## config.mk

```make
export PLATFORM = sky130hd
export DESIGN_NAME = shaped_column_height_unit
export DESIGN_NICKNAME = d
export VERILOG_FILES = /design/src/rtl/core/scuh_pkg.sv /design/src/rtl/core/scuh_clamp.sv /design/src/rtl/core/scuh_operand.sv /design/src/rtl/core/scuh_div_step.sv /design/src/rtl/core/shaped_column_height_unit.sv
export SDC_FILE = /design/constraint.sdc
export NUM_CORES = 1
export LEC_CHECK = 0
export BUFFER_PORTS_ARGS = -buffer_cell sky130_fd_sc_hd__clkbuf_2
export CAP_MARGIN = 20
export CORE_UTILIZATION = 60
export DETAILED_ROUTE_END_ITERATION = 12
export PLACE_DENSITY = 0.77
export SYNTH_ARGS = -nofsm -noshare
export SYNTH_HDL_FRONTEND = slang
export SYNTH_SLANG_ARGS = --single-unit
export TNS_END_PERCENT = 100
```

## constraint.sdc

```tcl
create_clock -name clk_i -period 35.3 [get_ports clk_i]
set_input_delay 5.295 -clock clk_i [delete_from_list [all_inputs] [get_ports clk_i]]
set_output_delay 5.295 -clock clk_i [all_outputs]
set_load 0.03 [all_outputs]
```

## src/rtl/core/scuh_pkg.sv

```systemverilog
package scuh_pkg;

  localparam int unsigned MAX_HEIGHT_DEF = 64;
  localparam int unsigned MAX_EXTENT_DEF = 4096;

  localparam int unsigned SHAPE_W    = 4;
  localparam int unsigned HEIGHT_W   = 7;
  localparam int unsigned POS_W      = 12;
  localparam int unsigned EXTENT_W   = 13;
  localparam int unsigned RESULT_W   = 7;
  localparam int unsigned IN_DATA_W  = 64;
  localparam int unsigned OUT_DATA_W = 8;

  localparam int unsigned SHAPE_LSB  = 0;
  localparam int unsigned HEIGHT_LSB = SHAPE_LSB + SHAPE_W;
  localparam int unsigned POS_X_LSB  = HEIGHT_LSB + HEIGHT_W;
  localparam int unsigned POS_Y_LSB  = POS_X_LSB + POS_W;
  localparam int unsigned EXT_X_LSB  = POS_Y_LSB + POS_W;
  localparam int unsigned EXT_Y_LSB  = EXT_X_LSB + EXTENT_W;

  typedef enum logic [SHAPE_W-1:0] {
    SHAPE_AUTO     = 4'd0,
    SHAPE_FLAT     = 4'd1,
    SHAPE_WALL     = 4'd2,
    SHAPE_PROP     = 4'd3,
    SHAPE_RAIL     = 4'd4,
    SHAPE_STAIRS_N = 4'd5,
    SHAPE_STAIRS_S = 4'd6,
    SHAPE_ROOF_X   = 4'd7,
    SHAPE_ROOF_Y   = 4'd8,
    SHAPE_PLATFORM = 4'd9
  } shape_e;

endpackage

```

## src/rtl/core/scuh_clamp.sv

```systemverilog
module scuh_clamp #(
  parameter int unsigned MAX_HEIGHT = scuh_pkg::MAX_HEIGHT_DEF,
  parameter int unsigned MAX_EXTENT = scuh_pkg::MAX_EXTENT_DEF,
  localparam int unsigned HW = $clog2(MAX_HEIGHT + 1),
  localparam int unsigned EW = $clog2(MAX_EXTENT + 1)
) (
  input  logic                           clk_i,
  input  logic                           rst_ni,
  input  logic                           adv_i,
  input  logic                           valid_i,
  input  logic [scuh_pkg::SHAPE_W-1:0]   shape_i,
  input  logic [scuh_pkg::HEIGHT_W-1:0]  height_i,
  input  logic [scuh_pkg::POS_W-1:0]     pos_x_i,
  input  logic [scuh_pkg::POS_W-1:0]     pos_y_i,
  input  logic [scuh_pkg::EXTENT_W-1:0]  extent_x_i,
  input  logic [scuh_pkg::EXTENT_W-1:0]  extent_y_i,
  output logic                           valid_o,
  output logic [scuh_pkg::SHAPE_W-1:0]   shape_o,
  output logic                           zero_o,
  output logic [HW-1:0]                  height_o,
  output logic [EW-1:0]                  extent_x_o,
  output logic [EW-1:0]                  extent_y_o,
  output logic [EW-1:0]                  pos_x_o,
  output logic [EW-1:0]                  pos_y_o
);
  import scuh_pkg::*;

  logic          valid_q;
  logic [SHAPE_W-1:0] shape_q;
  logic          zero_d, zero_q;
  logic [HW-1:0] hs_d, hs_q;
  logic [EW-1:0] ws_d, ws_q, ds_d, ds_q;
  logic [EW-1:0] xc_d, xc_q, yc_d, yc_q;
  logic [EW-1:0] wm1, dm1;

  always_comb begin
    hs_d = (32'(height_i) > 32'(MAX_HEIGHT)) ? HW'(MAX_HEIGHT) : HW'(height_i);
    ws_d = (32'(extent_x_i) > 32'(MAX_EXTENT)) ? EW'(MAX_EXTENT) : EW'(extent_x_i);
    ds_d = (32'(extent_y_i) > 32'(MAX_EXTENT)) ? EW'(MAX_EXTENT) : EW'(extent_y_i);
    wm1  = ws_d - EW'(1);
    dm1  = ds_d - EW'(1);
    xc_d = (32'(pos_x_i) > 32'(wm1)) ? wm1 : EW'(pos_x_i);
    yc_d = (32'(pos_y_i) > 32'(dm1)) ? dm1 : EW'(pos_y_i);
    zero_d = (shape_i == SHAPE_FLAT) || (hs_d == '0) || (ws_d == '0) || (ds_d == '0);
  end

  always_ff @(posedge clk_i or negedge rst_ni) begin
    if (!rst_ni) begin
      valid_q <= 1'b0;
    end else if (adv_i) begin
      valid_q <= valid_i;
    end
  end

  always_ff @(posedge clk_i) begin
    if (adv_i && valid_i) begin
      shape_q <= shape_i;
      zero_q  <= zero_d;
      hs_q    <= hs_d;
      ws_q    <= ws_d;
      ds_q    <= ds_d;
      xc_q    <= xc_d;
      yc_q    <= yc_d;
    end
  end

  assign valid_o    = valid_q;
  assign shape_o    = shape_q;
  assign zero_o     = zero_q;
  assign height_o   = hs_q;
  assign extent_x_o = ws_q;
  assign extent_y_o = ds_q;
  assign pos_x_o    = xc_q;
  assign pos_y_o    = yc_q;

endmodule

```

## src/rtl/core/scuh_operand.sv

```systemverilog
module scuh_operand #(
  parameter int unsigned MAX_HEIGHT = scuh_pkg::MAX_HEIGHT_DEF,
  parameter int unsigned MAX_EXTENT = scuh_pkg::MAX_EXTENT_DEF,
  localparam int unsigned HW = $clog2(MAX_HEIGHT + 1),
  localparam int unsigned EW = $clog2(MAX_EXTENT + 1),
  localparam int unsigned PW = HW + EW
) (
  input  logic                         clk_i,
  input  logic                         rst_ni,
  input  logic                         adv_i,
  input  logic                         valid_i,
  input  logic [scuh_pkg::SHAPE_W-1:0] shape_i,
  input  logic                         zero_i,
  input  logic [HW-1:0]                height_i,
  input  logic [EW-1:0]                extent_x_i,
  input  logic [EW-1:0]                extent_y_i,
  input  logic [EW-1:0]                pos_x_i,
  input  logic [EW-1:0]                pos_y_i,
  output logic                         valid_o,
  output logic [PW-1:0]                prod_o,
  output logic [EW-1:0]                den_o,
  output logic [HW-1:0]                base_o,
  output logic                         floor_o
);
  import scuh_pkg::*;

  logic          valid_q;
  logic [PW-1:0] prod_q;
  logic [EW-1:0] den_d, den_q;
  logic [HW-1:0] base_d, base_q;
  logic          floor_d, floor_q;
  logic [HW-1:0] mul_a, half, rest;
  logic [EW-1:0] num, coord, len, near_lo, near_hi, near;
  logic [EW:0]   span2;
  logic [EW-1:0] span;

  always_comb begin
    half    = height_i >> 1;
    rest    = height_i - half;
    coord   = (shape_i == SHAPE_ROOF_X) ? pos_x_i : pos_y_i;
    len     = (shape_i == SHAPE_ROOF_X) ? extent_x_i : extent_y_i;
    near_lo = coord + EW'(1);
    near_hi = len - coord;
    near    = (near_lo < near_hi) ? near_lo : near_hi;
    span2   = {near, 1'b0};
    span    = (span2 > {1'b0, len}) ? len : span2[EW-1:0];

    mul_a   = '0;
    num     = '0;
    den_d   = EW'(1);
    base_d  = '0;
    floor_d = 1'b0;
    if (!zero_i) begin
      case (shape_i)
        SHAPE_STAIRS_N: begin
          mul_a   = height_i;
          num     = extent_y_i - pos_y_i;
          den_d   = extent_y_i;
          floor_d = 1'b1;
        end
        SHAPE_STAIRS_S: begin
          mul_a   = height_i;
          num     = pos_y_i + EW'(1);
          den_d   = extent_y_i;
          floor_d = 1'b1;
        end
        SHAPE_ROOF_X, SHAPE_ROOF_Y: begin
          mul_a  = rest;
          num    = span;
          den_d  = len;
          base_d = half;
        end
        default: begin
          base_d = height_i;
        end
      endcase
    end
  end

  always_ff @(posedge clk_i or negedge rst_ni) begin
    if (!rst_ni) begin
      valid_q <= 1'b0;
    end else if (adv_i) begin
      valid_q <= valid_i;
    end
  end

  always_ff @(posedge clk_i) begin
    if (adv_i && valid_i) begin
      prod_q  <= PW'(mul_a) * PW'(num);
      den_q   <= den_d;
      base_q  <= base_d;
      floor_q <= floor_d;
    end
  end

  assign valid_o = valid_q;
  assign prod_o  = prod_q;
  assign den_o   = den_q;
  assign base_o  = base_q;
  assign floor_o = floor_q;

endmodule

```

## src/rtl/core/scuh_div_step.sv

```systemverilog
module scuh_div_step #(
  parameter int unsigned MAX_HEIGHT = scuh_pkg::MAX_HEIGHT_DEF,
  parameter int unsigned MAX_EXTENT = scuh_pkg::MAX_EXTENT_DEF,
  parameter int unsigned STEP       = 0,
  localparam int unsigned HW = $clog2(MAX_HEIGHT + 1),
  localparam int unsigned EW = $clog2(MAX_EXTENT + 1),
  localparam int unsigned PW = HW + EW
) (
  input  logic          clk_i,
  input  logic          rst_ni,
  input  logic          adv_i,
  input  logic          valid_i,
  input  logic [PW-1:0] rem_i,
  input  logic [EW-1:0] den_i,
  input  logic [HW-1:0] quot_i,
  input  logic [HW-1:0] base_i,
  input  logic          floor_i,
  output logic          valid_o,
  output logic [PW-1:0] rem_o,
  output logic [EW-1:0] den_o,
  output logic [HW-1:0] quot_o,
  output logic [HW-1:0] base_o,
  output logic          floor_o
);

  logic          valid_q;
  logic [PW-1:0] rem_d, rem_q, shifted;
  logic [HW-1:0] quot_d, quot_q;
  logic [EW-1:0] den_q;
  logic [HW-1:0] base_q;
  logic          floor_q;

  // One restoring step: the quotient is below 2**HW, so den << STEP never overflows.
  always_comb begin
    shifted = PW'(den_i) << STEP;
    if (rem_i >= shifted) begin
      rem_d  = rem_i - shifted;
      quot_d = quot_i | (HW'(1) << STEP);
    end else begin
      rem_d  = rem_i;
      quot_d = quot_i;
    end
  end

  always_ff @(posedge clk_i or negedge rst_ni) begin
    if (!rst_ni) begin
      valid_q <= 1'b0;
    end else if (adv_i) begin
      valid_q <= valid_i;
    end
  end

  always_ff @(posedge clk_i) begin
    if (adv_i && valid_i) begin
      rem_q   <= rem_d;
      quot_q  <= quot_d;
      den_q   <= den_i;
      base_q  <= base_i;
      floor_q <= floor_i;
    end
  end

  assign valid_o = valid_q;
  assign rem_o   = rem_q;
  assign den_o   = den_q;
  assign quot_o  = quot_q;
  assign base_o  = base_q;
  assign floor_o = floor_q;

endmodule

```

## src/rtl/core/shaped_column_height_unit.sv

```systemverilog
// Channel   Direction  Payload (lowest bit first)
// s_axis    in         shape_code, nominal_height, pos_x, pos_y, extent_x, extent_y
// m_axis    out        column_height
//
// The stages are the clamp stage, the operand and multiply stage, one restoring division
// stage per quotient bit of the HW-bit height, and the output register. One transfer is
// taken per cycle unless a stall on m_axis has filled the stages.
// Reset clears only the valid bits of the stages. A stall on m_axis holds the output
// register; earlier stages keep filling their empty slots, so no transfer is lost.
module shaped_column_height_unit #(
  parameter int unsigned MAX_HEIGHT = scuh_pkg::MAX_HEIGHT_DEF,
  parameter int unsigned MAX_EXTENT = scuh_pkg::MAX_EXTENT_DEF
) (
  input  logic                            clk_i,
  input  logic                            rst_ni,
  input  logic                            s_axis_tvalid_i,
  output logic                            s_axis_tready_o,
  // shape_code[3:0], nominal_height[10:4], pos_x[22:11], pos_y[34:23],
  // extent_x[47:35], extent_y[60:48], zero fill[63:61]
  input  logic [scuh_pkg::IN_DATA_W-1:0]  s_axis_tdata_i,
  output logic                            m_axis_tvalid_o,
  input  logic                            m_axis_tready_i,
  // column_height[6:0], zero fill[7]
  output logic [scuh_pkg::OUT_DATA_W-1:0] m_axis_tdata_o
);
  import scuh_pkg::*;

  localparam int unsigned HW = $clog2(MAX_HEIGHT + 1);
  localparam int unsigned EW = $clog2(MAX_EXTENT + 1);
  localparam int unsigned PW = HW + EW;
  localparam int unsigned NS = HW + 3;

  logic [NS-1:0] vld, adv;

  logic [SHAPE_W-1:0] c_shape;
  logic          c_zero;
  logic [HW-1:0] c_height;
  logic [EW-1:0] c_ext_x, c_ext_y, c_pos_x, c_pos_y;

  logic [PW-1:0] rem  [HW+1];
  logic [EW-1:0] den  [HW+1];
  logic [HW-1:0] quot [HW+1];
  logic [HW-1:0] base [HW+1];
  logic          flr  [HW+1];

  logic          out_valid_q;
  logic [HW:0]   sum;
  logic [RESULT_W-1:0] res_d, res_q;

  always_comb begin
    adv[NS-1] = !vld[NS-1] || m_axis_tready_i;
    for (int k = NS - 2; k >= 0; k--) begin
      adv[k] = !vld[k] || adv[k+1];
    end
  end

  assign s_axis_tready_o = adv[0];

  scuh_clamp #(.MAX_HEIGHT(MAX_HEIGHT), .MAX_EXTENT(MAX_EXTENT)) u_clamp (
    .clk_i,
    .rst_ni,
    .adv_i      (adv[0]),
    .valid_i    (s_axis_tvalid_i),
    .shape_i    (s_axis_tdata_i[SHAPE_LSB +: SHAPE_W]),
    .height_i   (s_axis_tdata_i[HEIGHT_LSB +: HEIGHT_W]),
    .pos_x_i    (s_axis_tdata_i[POS_X_LSB +: POS_W]),
    .pos_y_i    (s_axis_tdata_i[POS_Y_LSB +: POS_W]),
    .extent_x_i (s_axis_tdata_i[EXT_X_LSB +: EXTENT_W]),
    .extent_y_i (s_axis_tdata_i[EXT_Y_LSB +: EXTENT_W]),
    .valid_o    (vld[0]),
    .shape_o    (c_shape),
    .zero_o     (c_zero),
    .height_o   (c_height),
    .extent_x_o (c_ext_x),
    .extent_y_o (c_ext_y),
    .pos_x_o    (c_pos_x),
    .pos_y_o    (c_pos_y)
  );

  scuh_operand #(.MAX_HEIGHT(MAX_HEIGHT), .MAX_EXTENT(MAX_EXTENT)) u_operand (
    .clk_i,
    .rst_ni,
    .adv_i      (adv[1]),
    .valid_i    (vld[0]),
    .shape_i    (c_shape),
    .zero_i     (c_zero),
    .height_i   (c_height),
    .extent_x_i (c_ext_x),
    .extent_y_i (c_ext_y),
    .pos_x_i    (c_pos_x),
    .pos_y_i    (c_pos_y),
    .valid_o    (vld[1]),
    .prod_o     (rem[0]),
    .den_o      (den[0]),
    .base_o     (base[0]),
    .floor_o    (flr[0])
  );

  assign quot[0] = '0;

  for (genvar i = 0; i < HW; i++) begin : g_div
    scuh_div_step #(
      .MAX_HEIGHT (MAX_HEIGHT),
      .MAX_EXTENT (MAX_EXTENT),
      .STEP       (HW - 1 - i)
    ) u_step (
      .clk_i,
      .rst_ni,
      .adv_i   (adv[i+2]),
      .valid_i (vld[i+1]),
      .rem_i   (rem[i]),
      .den_i   (den[i]),
      .quot_i  (quot[i]),
      .base_i  (base[i]),
      .floor_i (flr[i]),
      .valid_o (vld[i+2]),
      .rem_o   (rem[i+1]),
      .den_o   (den[i+1]),
      .quot_o  (quot[i+1]),
      .base_o  (base[i+1]),
      .floor_o (flr[i+1])
    );
  end

  // Stairs of nonzero height and extent never drop below a height of one.
  always_comb begin
    sum = {1'b0, base[HW]} + {1'b0, quot[HW]};
    if (flr[HW] && (sum == '0)) begin
      sum = (HW + 1)'(1);
    end
    res_d = RESULT_W'(sum);
  end

  always_ff @(posedge clk_i or negedge rst_ni) begin
    if (!rst_ni) begin
      out_valid_q <= 1'b0;
    end else if (adv[NS-1]) begin
      out_valid_q <= vld[NS-2];
    end
  end

  always_ff @(posedge clk_i) begin
    if (adv[NS-1] && vld[NS-2]) begin
      res_q <= res_d;
    end
  end

  assign vld[NS-1]       = out_valid_q;
  assign m_axis_tvalid_o = out_valid_q;
  assign m_axis_tdata_o  = OUT_DATA_W'(res_q);

endmodule

```

Word-level counts from Yosys, hierarchy flattened
Index checks and enable logic that the tools add are counted.
{"block": "totals", "register_bits": 425, "latch_bits": 0, "mem_bits_rw": 0, "rom_bits": 0, "in_bits": 68, "output_inout_bits": 10, "word_cells": 160, "memories": 0}
{"block": "classes", "n_addsub": 14, "mul": 1, "div_mod_pow": 0, "magnitude_cmp": 14, "n_eq_ne": 5, "n_shift": 0, "muxes": 23, "bitwise": 0, "reduce_logical": 40}
{"cell": "$mux W20", "count": 6}
{"cell": "$mux W13", "count": 7}
{"cell": "$pmux W13 S3", "count": 1}
{"cell": "$pmux W7 S2", "count": 2}
{"cell": "$add A13 B1 Y13 const B", "count": 2}
{"cell": "$gt A12 B13 Y1", "count": 2}
{"cell": "$gt A13 B13 Y1 const B", "count": 2}
{"cell": "$logic_not A13 Y1", "count": 2}
{"cell": "$pmux W13 S2", "count": 1}
{"cell": "$sub A13 B1 Y13 const B", "count": 2}
{"cell": "$sub A13 B13 Y13", "count": 2}
{"cell": "$mux W12", "count": 2}
{"cell": "$mux W7", "count": 3}
{"cell": "$ge A20 B13 Y1", "count": 1}
{"cell": "$ge A20 B14 Y1", "count": 1}
{"cell": "$ge A20 B15 Y1", "count": 1}
{"cell": "$ge A20 B16 Y1", "count": 1}
{"cell": "$ge A20 B17 Y1", "count": 1}
{"cell": "$ge A20 B18 Y1", "count": 1}
{"cell": "$ge A20 B19 Y1", "count": 1}
{"cell": "$mul A7 B13 Y20", "count": 1}
{"cell": "$sub A20 B14 Y20", "count": 1}
{"cell": "$sub A20 B15 Y20", "count": 1}
{"cell": "$sub A20 B16 Y20", "count": 1}
{"cell": "18 further kinds", "count": 52}

Depth between registers and ports, before layout
Gate-level depths: netlist of run 1.
{"block": "logic_depth", "ltp_word": 12, "ltp_mapped": 57, "ltp_nobuf": 50}

Modules after synthesis
From an unflattened synthesis of run 1, not the netlist that was laid out.
{"block": "hier_totals", "hier_cells": 2611, "hier_area_um2": 29311.9}
{"mod": "scuh_operand", "instances": 1, "cells_per_inst": 897, "area_each_um2": 7743.7, "seq_area_each_um2": 1256.2}
{"mod": "scuh_clamp", "instances": 1, "cells_per_inst": 314, "area_each_um2": 3664.8, "seq_area_each_um2": 1946.9}
{"mod": "scuh_div_step (g_div[6].u_step)", "instances": 1, "cells_per_inst": 208, "area_each_um2": 2527.4, "seq_area_each_um2": 1466.4}
{"mod": "scuh_div_step (g_div[0].u_step)", "instances": 1, "cells_per_inst": 188, "area_each_um2": 2522.4, "seq_area_each_um2": 1466.4}
{"mod": "scuh_div_step (g_div[5].u_step)", "instances": 1, "cells_per_inst": 193, "area_each_um2": 2497.4, "seq_area_each_um2": 1466.4}
{"mod": "scuh_div_step (g_div[3].u_step)", "instances": 1, "cells_per_inst": 183, "area_each_um2": 2444.8, "seq_area_each_um2": 1466.4}
{"mod": "scuh_div_step (g_div[1].u_step)", "instances": 1, "cells_per_inst": 189, "area_each_um2": 2427.3, "seq_area_each_um2": 1466.4}
{"mod": "scuh_div_step (g_div[4].u_step)", "instances": 1, "cells_per_inst": 183, "area_each_um2": 2406.1, "seq_area_each_um2": 1466.4}
{"mod": "scuh_div_step (g_div[2].u_step)", "instances": 1, "cells_per_inst": 188, "area_each_um2": 2402.3, "seq_area_each_um2": 1466.4}
{"mod": "shaped_column_height_unit", "instances": 1, "cells_per_inst": 68, "area_each_um2": 675.6, "seq_area_each_um2": 235.2}

Worst setup path after synthesis of run 1
OpenSTA, ideal clock, no wires.
{"block": "synth_path", "path_kind": "in2out", "start": "input port m_axis_tready_i", "end": "output port s_axis_tready_o", "t_arrival_ps": 6518, "path_slack_ps": 23487, "stages": 6, "path_buffers": 0, "cell_sequence": "nor2b_1 > nand3_1 > nor2_1 > nand3_1 > nor2_1 > nand4_1"}
{"block": "synth_between", "elab_chain_len": 10}
{"element": "start: declaration", "line_no": "shaped_column_height_unit.sv:22", "source": "input logic m_axis_tready_i,"}
{"element": "$logic_or A1 B1 Y1", "line_no": "shaped_column_height_unit.sv:51", "source": "adv[NS-1] = !vld[NS-1] || m_axis_tready_i;"}
{"element": "$logic_or A1 B1 Y1 (9 in a row)", "line_no": "shaped_column_height_unit.sv:53", "source": "adv[k] = !vld[k] || adv[k+1];"}
{"element": "end: declaration", "line_no": "shaped_column_height_unit.sv:17", "source": "output logic s_axis_tready_o,"}
Every way passes these cells.

Final worst setup path of run 1
{"block": "layout_path", "start": "register u_clamp.shape_q[3], in the netlist u_clamp.shape_o[3]", "end": "register u_operand.prod_q[18], in the netlist u_operand.prod_o[18] (data pin)"}
{"block": "layout_between", "elab_chain_len": 10, "elab_cells_between_ends": 19}
{"element": "start: declaration", "line_no": "scuh_clamp.sv:29", "source": "logic [SHAPE_W-1:0] shape_q;"}
{"element": "start signal: assignment", "line_no": "scuh_clamp.sv:57", "source": "shape_q <= shape_i;"}
{"element": "$eq A4 B3 Y1", "line_no": "scuh_operand.sv:40, scuh_operand.sv:41, scuh_operand.sv:54"}
{"element": "$mux W13, on equally long branches", "line_no": "scuh_operand.sv:40, scuh_operand.sv:41"}
{"element": "$add A13 B1 Y13 / $sub A13 B13 Y13 (equally long branches)", "line_no": "scuh_operand.sv:42, scuh_operand.sv:43"}
{"element": "$lt A13 B13 Y1", "line_no": "scuh_operand.sv:44", "source": "near = (near_lo < near_hi) ? near_lo : near_hi;"}
{"element": "$mux W13", "line_no": "scuh_operand.sv:44"}
{"element": "$gt A14 B13 Y1", "line_no": "scuh_operand.sv:46", "source": "span = (span2 > {1'b0, len}) ? len : span2[EW-1:0];"}
{"element": "$mux W13", "line_no": "scuh_operand.sv:46"}
{"element": "$pmux W13 S3", "line_no": "scuh_operand.sv:54", "source": "case (shape_i)"}
{"element": "$mux W13", "line_no": "scuh_operand.sv:53", "source": "if (!zero_i) begin"}
{"element": "$mul A7 B13 Y20 *", "line_no": "scuh_operand.sv:90", "source": "prod_q <= PW'(mul_a) * PW'(num);"}
{"element": "end signal: assignment", "line_no": "scuh_operand.sv:90"}
{"element": "end: declaration", "line_no": "scuh_operand.sv:28", "source": "logic [PW-1:0] prod_q;"}
Every way passes the cells marked *; elsewhere a longest branch is shown, timed or not.
A chain may end at the register's enable or synchronous reset.

==> summary.txt, run 1 <==
Finish
  – Most frequent cells in the layout: edfxtp_1, inv_1, ha_1
  – Commonest non-fill, non-tap cell in the layout: edfxtp_1
  – Final instance area: 28,800 sq um
  – Share of cells above drive strength 1: 8.72%
  – Post-layout util: 66.6%
  – Final nets: 2,918
  – Syn-to-layout area delta: 9.02%
  – Fill cells: 3,257
  – Antenna Cells: 0

Logic synthesis
  – Post-synthesis compound-gate area fraction: 13.5%
  – Synth area leaders: edfxtp_1, ha_1, fa_1
  – Synth Area in XOR/XNOR: 5.09%
  – Post-synth EDFFs: 394
  – Largest area contributor in the netlist: edfxtp_1
  – Simple-Gate Fraction of Synth Area: 13.1%
  – Post-Synth Adder-Cell Area: 15.0%
  – YS warnings: 0
  – Post-synthesis sequential area ratio: 45.7%
  – FFs w/ async S/R, synth: 2.48%
  – Syn Area/Cell: 10.6 sq um
  – Synth unique cells: 87
  – Cell count after synthesis: 2,496
  – Synth top area share: 44.7%
  – Main combinational cell family by area after synthesis: adder cells
  – Post-Syn Area: 26,500 sq um
  – Main synth FF type: edfxtp_1
  – Proportion of synthesized area in mux cells: 2.53%
  – Synth Register Bits: 404

Critical path
  – Worst path bufs/invs: 7
  – CP delay by family, top: compound AO/OA/AOI/OAI gates
  – Worst Path Required: 35,590 ps
  – Crit-path max FO: 40
  – Slowest cell on the critical path: and3_2
  – Worst path arrival time: 13,000 ps
  – Slowest stage delay, CP: 680 ps
  – Kind of critical path: reg2reg
  – Critical Path End Type: register
  – Worst Setup Start Kind: register

Global route
  – Global-route wire length before repair: 99,200 microns
  – Overall global routing resource usage: 28.5%
  – Initial antenna violation count: 0
  – Overflow after GRT: 0
  – Vias in the first global route: 19,100
  – Largest net degree at the start of global routing: 65

Timing
  – Worst-Margin Slew: 1070 ps
  – Setup TNS: 0 ps
  – Final setup fails: 0
  – Fin. max-slew vios: 0
  – Highest clock rate: 78.7 MHz
  – Minimum clock period: 12,710 ps
  – Post-Route Skew: 28.8 ps
  – Slew headroom: 28.3%
  – Final Hold Fails: 0
  – Part of the cycle the worst path needs: 36.0%
  – Min Hold Slack: 412 ps
  – Unrepaired setup endpoints after global routing: no

Detailed routing
  – DR vias/cell: 5.99
  – Wire per inst: 19.5 microns
  – Final ANT Viol Nets: 0
  – Wirelength, routed: 62,100 microns
  – First-pass DRT Iterations: 5
  – DRT iter0 DRCs: 1,463
  – Via Count: 19,100
  – Drc violations: 0

Clock tree
  – CTS Hold Bufs: 0
  – Sink Count: 404
  – Clock root buffer: clkbuf_16
  – # resized after CTS: 0
  – Setup Fix Bufs, Post-CTS: 0
  – Deepest clock path buffer count: 3
  – CTS Buf Count: 42
  – Worst-Skew Late Latency: 580 ps
  – H-tree depth: 2
  – Clock transition at path regs: 70 ps
  – TritonCTS clock tree: yes

Power
  – PD cells: 70.1 nW/um^2
  – Power, Total: 2.02 mW
  – VDD IR max: 49.5 uV
  – LEAKAGE: 11.9 nW

Floorplanning
  – Ports: 78
  – # rows: 76
  – Starting Density: 61.1%
  – Total die area: 44,900 sq um
  – CORE AREA: 43,300 sq um
  – Die width: 212 microns
  – Die H: 212 microns

Placement
  – IO Port Bufs: 73
  – GPL Wtd Cong: 0.961
  – DP HPWL: 48,400 microns
  – Placement Cell Area: 27,500 sq um

Min path
  – Worst min path class: reg2reg

Run
  – Max-Cap Viols: 0

Run status
  – Status: finished, final reports clean
## through the flow
stage | worst slack (ps) | instances
after floorplan | 23490 | 2498
after global placement | 22830 | 3109
after detailed placement | 22760 | 3110
after CTS | 22700 | 3185
after global routing | 21880 | 3187
final | 22590 | 3187
## per-layer routing
metal / track usage [%] / part of all wire, % / vias up
met5: 0 / 0 / -
met4: 14.1 / 4.8 / 0
met3: 3.41 / 4.8 / 152
met2: 49.0 / 49 / 606
met1: 35.6 / 41 / 9150
li1: - / - / 9186
## report_power, final
group          switching (mW)  total, mW  internal, mW
Combinational           0.500      0.823         0.323
Sequential             0.0662      0.776         0.710
Clock                   0.183      0.421         0.238
Total                   0.749       2.02          1.27
## cells in the mapped netlist (6+ instances only)
library cell	number
or3_1	17
a211oi_1	12
edfxtp_1	394
or4_1	9
nor2b_1	58
nor4b_1	6
mux2i_1	41
o31ai_1	20
a21boi_0	11
ha_1	215
o21bai_1	14
nand2_1	181
nor4_1	19
o211ai_1	11
o21ai_0	116
a22oi_1	6
nor3b_1	7
a311oi_1	8
buf_2	14
inv_1	280
a31oi_1	25
clkbuf_1	43
nand4_1	25
nand3_1	45
o311ai_0	15
a41oi_1	6
and2_1	22
or2_2	10
dfrtp_1	10
a21o_1	51
fa_1	64
nand2b_1	30
o22ai_1	7
nand4b_1	11
a221oi_1	6
a21oi_1	160
nor3_1	58
and3_1	12
xor2_1	57
mux2_2	21
o221ai_1	6
o21a_1	21
nor2_1	175
xnor2_1	95
## cell families (layout without fill, tap and decap cells)
kind of cell | count (synthesis) | in the layout
fa+ha+maj | 279 | 279
flops | 404 | 404
compound gates | 552 | 552
mux | 63 | 63
simple gates | 699 | 699
xor+xnor | 153 | 153
buf+inv | 345 | 449
other cells | 1 | 3
## registers in the layout, indices dropped and copies added (netlist names), 4 cells and up
| name | count |
|---|---|
| g_div.u_step.valid_o | 7 |
| u_clamp.pos_x_o | 13 |
| res_q | 7 |
| g_div.u_step.rem_o | 120 |
| g_div.u_step.quot_o | 28 |
| u_clamp.height_o | 7 |
| u_operand.den_o | 13 |
| u_operand.base_o | 7 |
| u_clamp.shape_o | 4 |
| u_clamp.extent_x_o | 13 |
| g_div.u_step.den_o | 78 |
| g_div.u_step.floor_o | 7 |
| g_div.u_step.base_o | 49 |
| u_clamp.pos_y_o | 13 |
| u_operand.prod_o | 20 |
| u_clamp.extent_y_o | 13 |
## worst paths after layout
check                                          startpoint                        end  slack [ps]  depth (start not counted)
worst max-delay path                   u_clamp.shape_o[3]       u_operand.prod_o[18]       22590                         47
worst min-delay path            g_div[0].u_step.base_o[1]  g_div[1].u_step.base_o[1]         410                          0
worst max register to register         u_clamp.shape_o[3]       u_operand.prod_o[18]       22590                         47
worst min register to register  g_div[0].u_step.base_o[1]  g_div[1].u_step.base_o[1]         410                          0
max in group asynchronous                          rst_ni            m_axis_tvalid_o       30510                          1
min in group asynchronous                          rst_ni    g_div[2].u_step.valid_o        4590                          1
## layout make-up
| type | count | area, sq um | area share (%) |
|---|---|---|---|
| inverter | 281 | 1050 | 3.66 |
| multi-input combinational | 1749 | 13100 | 45.5 |
| clock inverter | 28 | 216 | 0.751 |
| timing repair buffer | 93 | 541 | 1.87 |
| sequential | 404 | 12100 | 41.9 |
| tap | 585 | 732 | 2.54 |
| clock buffer | 47 | 1090 | 3.78 |
Note: power is estimated with default switching activity, not from simulation.
==> inputs of run 2 (changes only) <==
- CORE_UTILIZATION: 60 -> 58
- PLACE_DENSITY: 0.77 -> 0.78
- clock period: 35.3 -> 11.1 ns (I/O delays scaled with it)
==> run 2 against run 1 <==
- register-to-register slack worse by 22000 ps
- final cell count is 3.3% higher
- die area is 3.4% higher
- highest routed layer unchanged
==> summary.txt, run 2 (synthesized netlist as in run 1, its figures left out) <==
Floorplanning
  – Total die area: 46,500 sq um (+3.4%)
  – Die H: 216 microns (+1.7%)
  – Die width: 216 microns (+1.7%)
  – Starting Density: 59.3% (-1.8 points)
  – Ports: 78 (unchanged)
  – # rows: 77 (+1.3%)
  – CORE AREA: 44,600 sq um (+3.1%)

Run
  – Max-Cap Viols: 0 (unchanged)

Finish
  – Max FFs per register: 120 (unchanged)
  – Syn-to-layout area delta: 13.7%
  – Antenna Cells: 0 (unchanged)
  – Most frequent cells in the layout: edfxtp_1, inv_1, ha_1
  – Commonest non-fill, non-tap cell in the layout: edfxtp_1
  – Final nets: 3,014 (+3.3%)
  – Share of cells above drive strength 1: 13.9% (+5.2 points)

Global route
  – Largest net degree at the start of global routing: 65 (unchanged)
  – Global-route wire length before repair: 106,000 microns (+7.1%)
  – Vias in the first global route: 19,700 (+2.9%)
  – Overflow after GRT: 0 (unchanged)
  – Initial antenna violation count: 0 (unchanged)
  – Overall global routing resource usage: 29.3% (+0.83 points)

Critical path
  – Worst reg2reg path depth: 50 (+6.4%)
  – Worst Path Required: 11,400 ps (-24,190 ps)
  – Worst Setup SP: u_clamp.shape_o[3]
  – Worst path bufs/invs: 12 (+5)
  – Worst path arrival time: 10,980 ps (-2020 ps)
  – Slowest cell on the critical path: fa_1
  – Crit-path max FO: 8 (-80%)
  – R2r setup slk: 410 ps (-22,180 ps)
  – Critical Path End Type: register
  – Slowest stage delay, CP: 540 ps (-140 ps)
  – Critical R2R Launch: u_clamp.shape_o[3]
  – Most frequent CP cell: buf_4
  – Worst Setup Start Kind: register
  – Reg-to-reg endpoint: u_operand.prod_o[17]
  – Kind of critical path: reg2reg
  – CP delay by family, top: compound AO/OA/AOI/OAI gates

Placement
  – Pre-CTS WS: -176 ps (-22,930 ps)
  – IO Port Bufs: 73 (unchanged)
  – GPL Wtd Cong: 0.968 (+0.74%)
  – DP HPWL: 51,800 microns (+7.1%)

Detailed routing
  – Drc violations: 0 (unchanged)
  – Wire per inst: 20.7 microns (+6.2%)
  – Wirelength, routed: 68,100 microns (+9.6%)
  – DR vias/cell: 6.01 (+0.23%)
  – First-pass DRT Iterations: 7 (+2)
  – Via Count: 19,800 (+3.5%)
  – DRT iter0 DRCs: 1,799 (+23%)
  – Final ANT Viol Nets: 0 (unchanged)

Clock tree
  – Clock root buffer: clkbuf_16
  – Sink Count: 404 (unchanged)
  – TritonCTS clock tree: yes
  – CTS Buf Count: 42 (unchanged)
  – Deepest clock path buffer count: 3 (unchanged)
  – Worst-Skew Late Latency: 570 ps (about the same)
  – CTS Hold Bufs: 0 (unchanged)
  – H-tree depth: 2 (unchanged)
  – Clock transition at path regs: 70 ps (about the same)

Power
  – PD cells: 229 nW/um^2 (+230%)
  – VDD IR max: 235 uV (+380%)
  – LEAKAGE: 12.4 nW (+4.3%)

Min path
  – HP Start: g_div[1].u_step.base_o[2]
  – Worst min path class: reg2reg
  – Min-Delay Endpoint: g_div[2].u_step.base_o[2]
  – Hold path cells: 0 (unchanged)

Timing
  – Final setup fails: 0 (unchanged)
  – Post-Route Skew: 22.7 ps (-6.15 ps)
  – Final Hold Fails: 0 (unchanged)
  – Worst setup margin: 414 ps (-22,180 ps)
  – Highest clock rate: 93.6 MHz (+19%)
  – Minimum clock period: 10,690 ps (-2020 ps)
  – Slew headroom: 28.8% (+0.50 points)
  – Min Hold Slack: 407 ps (-5.46 ps)
  – Fin. max-slew vios: 0 (unchanged)
  – Worst-Margin Slew: 1070 ps (-3.48 ps)
  – Part of the cycle the worst path needs: 96.3% (+60 points)

Run status
  – Status: finished, final reports clean
## run 2: through the flow
step	instance area, sq um	total power [mW]	setup TNS [ps]	cells	utilization, %
floorplan	26500	4.42	0	2498	-
global placement	28000	5.08	0	3176	62.7
detailed placement	28000	5.20	-329	3177	62.7
CTS	29300	6.61	0	3254	65.8
global route	30100	7.30	-32.5	3292	67.4
finish	30100	6.88	0	3292	67.4
## run 2: worst max-delay path by stage
stage | to | slack, ps | depth (start not counted)
after floorplan | u_operand.prod_o[18] | 70 | 53
after global placement | u_operand.prod_o[18] | 50 | 45
after detailed placement | u_operand.prod_o[16] | -180 | 46
after CTS | u_operand.prod_o[19] | 30 | 44
after global routing | u_operand.prod_o[16] | -30 | 52
final | u_operand.prod_o[17] | 410 | 50
## run 2: routing by layer
metal  global-route usage [%]  vias to the layer above  wire, microns
met1                     38.5                     9507          28900
li1                         -                     9370              -
met3                     4.37                      160           4390
met4                     11.9                        0           2780
met5                        0                        -              0
met2                     48.9                      732          32000
## run 2: area by class of cell
class                      instances  area, sq um
multi-input combinational       1751        13500
clock inverter                    29          273
timing repair buffer             187         1350
inverter                         281         1050
fill                            3285        14500
tap                              592          741
sequential                       404        12100
clock buffer                      48         1070
## run 2: worst reg2reg max path, delay by kind of cell (launching register included)
family / cells / cell delay [ps]
AO/OA/AOI/OAI: 19 / 3520
adder cells (fa/ha/maj): 9 / 3340
buffers and inverters: 12 / 1340
AND/OR/NAND/NOR: 7 / 1170
flip-flops: 1 / 420
XOR/XNOR: 2 / 350
multiplexers: 1 / 240
## run 2: power breakdown
part / internal [mW] / switching, mW / total [mW]
Clock: 0.794 / 0.578 / 1.37
Sequential: 2.26 / 0.213 / 2.47
Combinational: 1.27 / 1.77 / 3.04
Total: 4.32 / 2.56 / 6.88
## run 2: timing repair
item	4_1_cts	5_1_grt
hold endpoints to repair	0	0
gates cloned	0	5
endpoints found under the setup margin	6	11
resized for setup	10	84
setup buffers	0	31
pin swaps	0	48
==> inputs of run 3 (changes only) <==
- CAP_MARGIN: 20 -> 10
- CORE_ASPECT_RATIO: unset -> 1.25
==> run 3 against run 2 <==
- the run now ends with DRC left
- critical path type unchanged
- clock power increased by 4%
- final cell count shrank 2.0%
- highest routed layer unchanged
- via count decreased by 1.4%
- count of clock-buffer cells in the layout increased by 1
- cell area down 1.8%
- clock skew rose by 18 ps
- sequential power about the same
- critical path depth shrank 3
- utilization down 1.9 points
- wire length fell by 4.4%
- critical endpoint is now u_operand.prod_o[16]
==> summary.txt, run 3 (synthesized netlist as in run 1, its figures left out) <==
Floorplanning
  – Total die area: 46,500 sq um (about the same)
  – CORE AREA: 45,100 sq um (+1.0%)
  – Starting Density: 58.7% (-0.60 points)
  – Die H: 241 microns (+12%)
  – # rows: 87 (+13%)
  – Die width: 193 microns (-10%)
  – Ports: 78 (unchanged)

Timing
  – Slew headroom: 23.0% (-5.8 points)
  – Final setup fails: 0 (unchanged)
  – Setup TNS: 0 ps (unchanged)
  – Fin. max-slew vios: 0 (unchanged)
  – Part of the cycle the worst path needs: 96.6% (+0.35 points)
  – Highest clock rate: 93.2 MHz (-0.36%)
  – Post-Route Skew: 40.3 ps (+17.7 ps)
  – Worst setup margin: 376 ps (-38.6 ps)
  – Minimum clock period: 10,720 ps (+38.6 ps)
  – Worst-Margin Slew: 1150 ps (+87.0 ps)
  – Min Hold Slack: 417 ps (+10.7 ps)
  – Final Hold Fails: 0 (unchanged)

Clock tree
  – Sink Count: 404 (unchanged)
  – Deepest clock path buffer count: 3 (unchanged)
  – TritonCTS clock tree: yes
  – Clock root buffer: clkbuf_16
  – CTS Hold Bufs: 0 (unchanged)
  – H-tree depth: 2 (unchanged)
  – CTS Buf Count: 40 (-4.8%)
  – Clock transition at path regs: 70 ps (about the same)
  – Worst-Skew Late Latency: 580 ps (about the same)

Critical path
  – Worst Setup SP: u_clamp.shape_o[3]
  – Slowest cell on the critical path: fa_1
  – Kind of critical path: reg2reg
  – Crit-path max FO: 8 (unchanged)
  – Worst Setup Start Kind: register
  – Critical Path End Type: register
  – Worst reg2reg path depth: 47 (-6.0%)
  – Crit path to: u_operand.prod_o[16]
  – Reg-to-reg endpoint: u_operand.prod_o[16]
  – Slowest stage delay, CP: 560 ps (+20 ps)
  – Worst Path Required: 11,390 ps (about the same)
  – Critical R2R Launch: u_clamp.shape_o[3]
  – Worst path arrival time: 11,020 ps (+40 ps)
  – R2r setup slk: 380 ps (-40 ps)

Finish
  – Fill cells: 3,336 (+1.6%)
  – Syn-to-layout area delta: 11.6%
  – Share of cells above drive strength 1: 11.5% (-2.4 points)
  – Layout Cells excl Fill: 3,226 (-2.0%)
  – Post-layout util: 65.5% (-1.9 points)
  – Max FFs per register: 120 (unchanged)
  – Most frequent cells in the layout: edfxtp_1, inv_1, ha_1
  – Final nets: 2,966 (-1.6%)
  – Antenna Cells: 0 (unchanged)
  – Commonest non-fill, non-tap cell in the layout: edfxtp_1

Placement
  – IO Port Bufs: 73 (unchanged)
  – GPL Wtd Cong: 0.957 (-1.1%)
  – Placed cells: 3,140 (-1.2%)
  – DP HPWL: 50,800 microns (-2.0%)
  – Pre-CTS WS: 35.9 ps (+212 ps)

Run status
  – Status: finished, violations left
  – Failing checks: DRC

Power
  – LEAKAGE: 12.2 nW (-1.8%)
  – VDD IR max: 121 uV (-49%)
  – PD cells: 229 nW/um^2 (-0.13%)

Global route
  – Initial antenna violation count: 0 (unchanged)
  – Vias in the first global route: 19,900 (+0.93%)
  – Largest net degree at the start of global routing: 65 (unchanged)
  – Overflow after GRT: 0 (unchanged)
  – Global-route wire length before repair: 101,000 microns (-5.4%)
  – Overall global routing resource usage: 28.2% (-1.1 points)

Detailed routing
  – Wirelength, routed: 65,200 microns (-4.4%)
  – Final ANT Viol Nets: 0 (unchanged)
  – Wire per inst: 20.2 microns (-2.4%)
  – Drc violations: 2 (+2)
  – DR vias/cell: 6.04 (+0.66%)
  – First-pass DRT Iterations: 10 (+3)
  – DRT iter0 DRCs: 1,392 (-23%)
  – Via Count: 19,500 (-1.4%)

Run
  – Max-Cap Viols: 0 (unchanged)

Min path
  – Worst min path class: reg2reg
[run 3: changes by cell type in the layout (fill, tap and decap cells not counted), sizes merged]
cell    change
buf        -45
clkinv      -9
bufinv      +3
and3        +1
inv         -1
o211a       -1
[run 3: report_power, final]
group	internal [mW]	switching, mW	leakage, nW
sequential	2.26	0.226	3.95
combinational	1.13	1.70	7.59
clock	0.845	0.587	0.666
total	4.24	2.51	12.2
[run 3: per-stage QoR]
stage | power [mW] | cell area (sq um)
3_3_place_gp | 5.04 | 27800
2_1_floorplan | 4.42 | 26500
6_report | 6.75 | 29500
4_1_cts | 6.64 | 29200
5_1_grt | 7.14 | 29500
3_5_place_dp | 5.18 | 27800
[run 3: metal layers]
layer | vias to the layer above | share of wire [%] | track usage, %
li1 | 9262 | - | -
met1 | 9372 | 34 | 27.3
met2 | 620 | 54 | 54.4
met3 | 246 | 3.9 | 3.16
met4 | 0 | 7.9 | 20.5
met5 | - | 0 | 0
[run 3: how the worst min path moves through the flow]
stage                              start                         to  slack (ps)  cells past startpoint
6_report       g_div[2].u_step.base_o[4]  g_div[3].u_step.base_o[4]         420                      0
5_1_grt        g_div[3].u_step.quot_o[3]  g_div[4].u_step.quot_o[3]         420                      0
4_1_cts        g_div[3].u_step.quot_o[3]  g_div[4].u_step.quot_o[3]         410                      0
3_5_place_dp         u_operand.base_o[0]  g_div[0].u_step.base_o[0]         400                      0
3_3_place_gp   g_div[4].u_step.base_o[4]  g_div[5].u_step.base_o[4]         400                      0
2_1_floorplan        u_operand.base_o[0]  g_div[0].u_step.base_o[0]         400                      0
[run 3: cell type report]
class / count / area, sq um / share of cell area (%)
clock buffers: 49 / 1040 / 3.54
inverters: 281 / 1050 / 3.57
repair buffers: 141 / 908 / 3.08
multi-input cells: 1751 / 13400 / 45.2
clock inverters: 22 / 354 / 1.20
well taps: 578 / 723 / 2.45
flip-flops and latches: 404 / 12100 / 40.9
[run 3: timing repair]
item	CTS	global route
pin swaps	0	24
endpoints found under the setup margin	3	11
gates cloned	0	2
setup buffers	0	12
resized for setup	0	53
[run 3: critical path: cells and delay by family, from the launching register on]
family | cells | cell delay (ps)
mux | 1 | 360
compound gates | 21 | 4070
flops | 1 | 430
buf+inv | 8 | 990
xor+xnor | 2 | 310
fa+ha+maj | 8 | 3030
simple gates | 7 | 1220
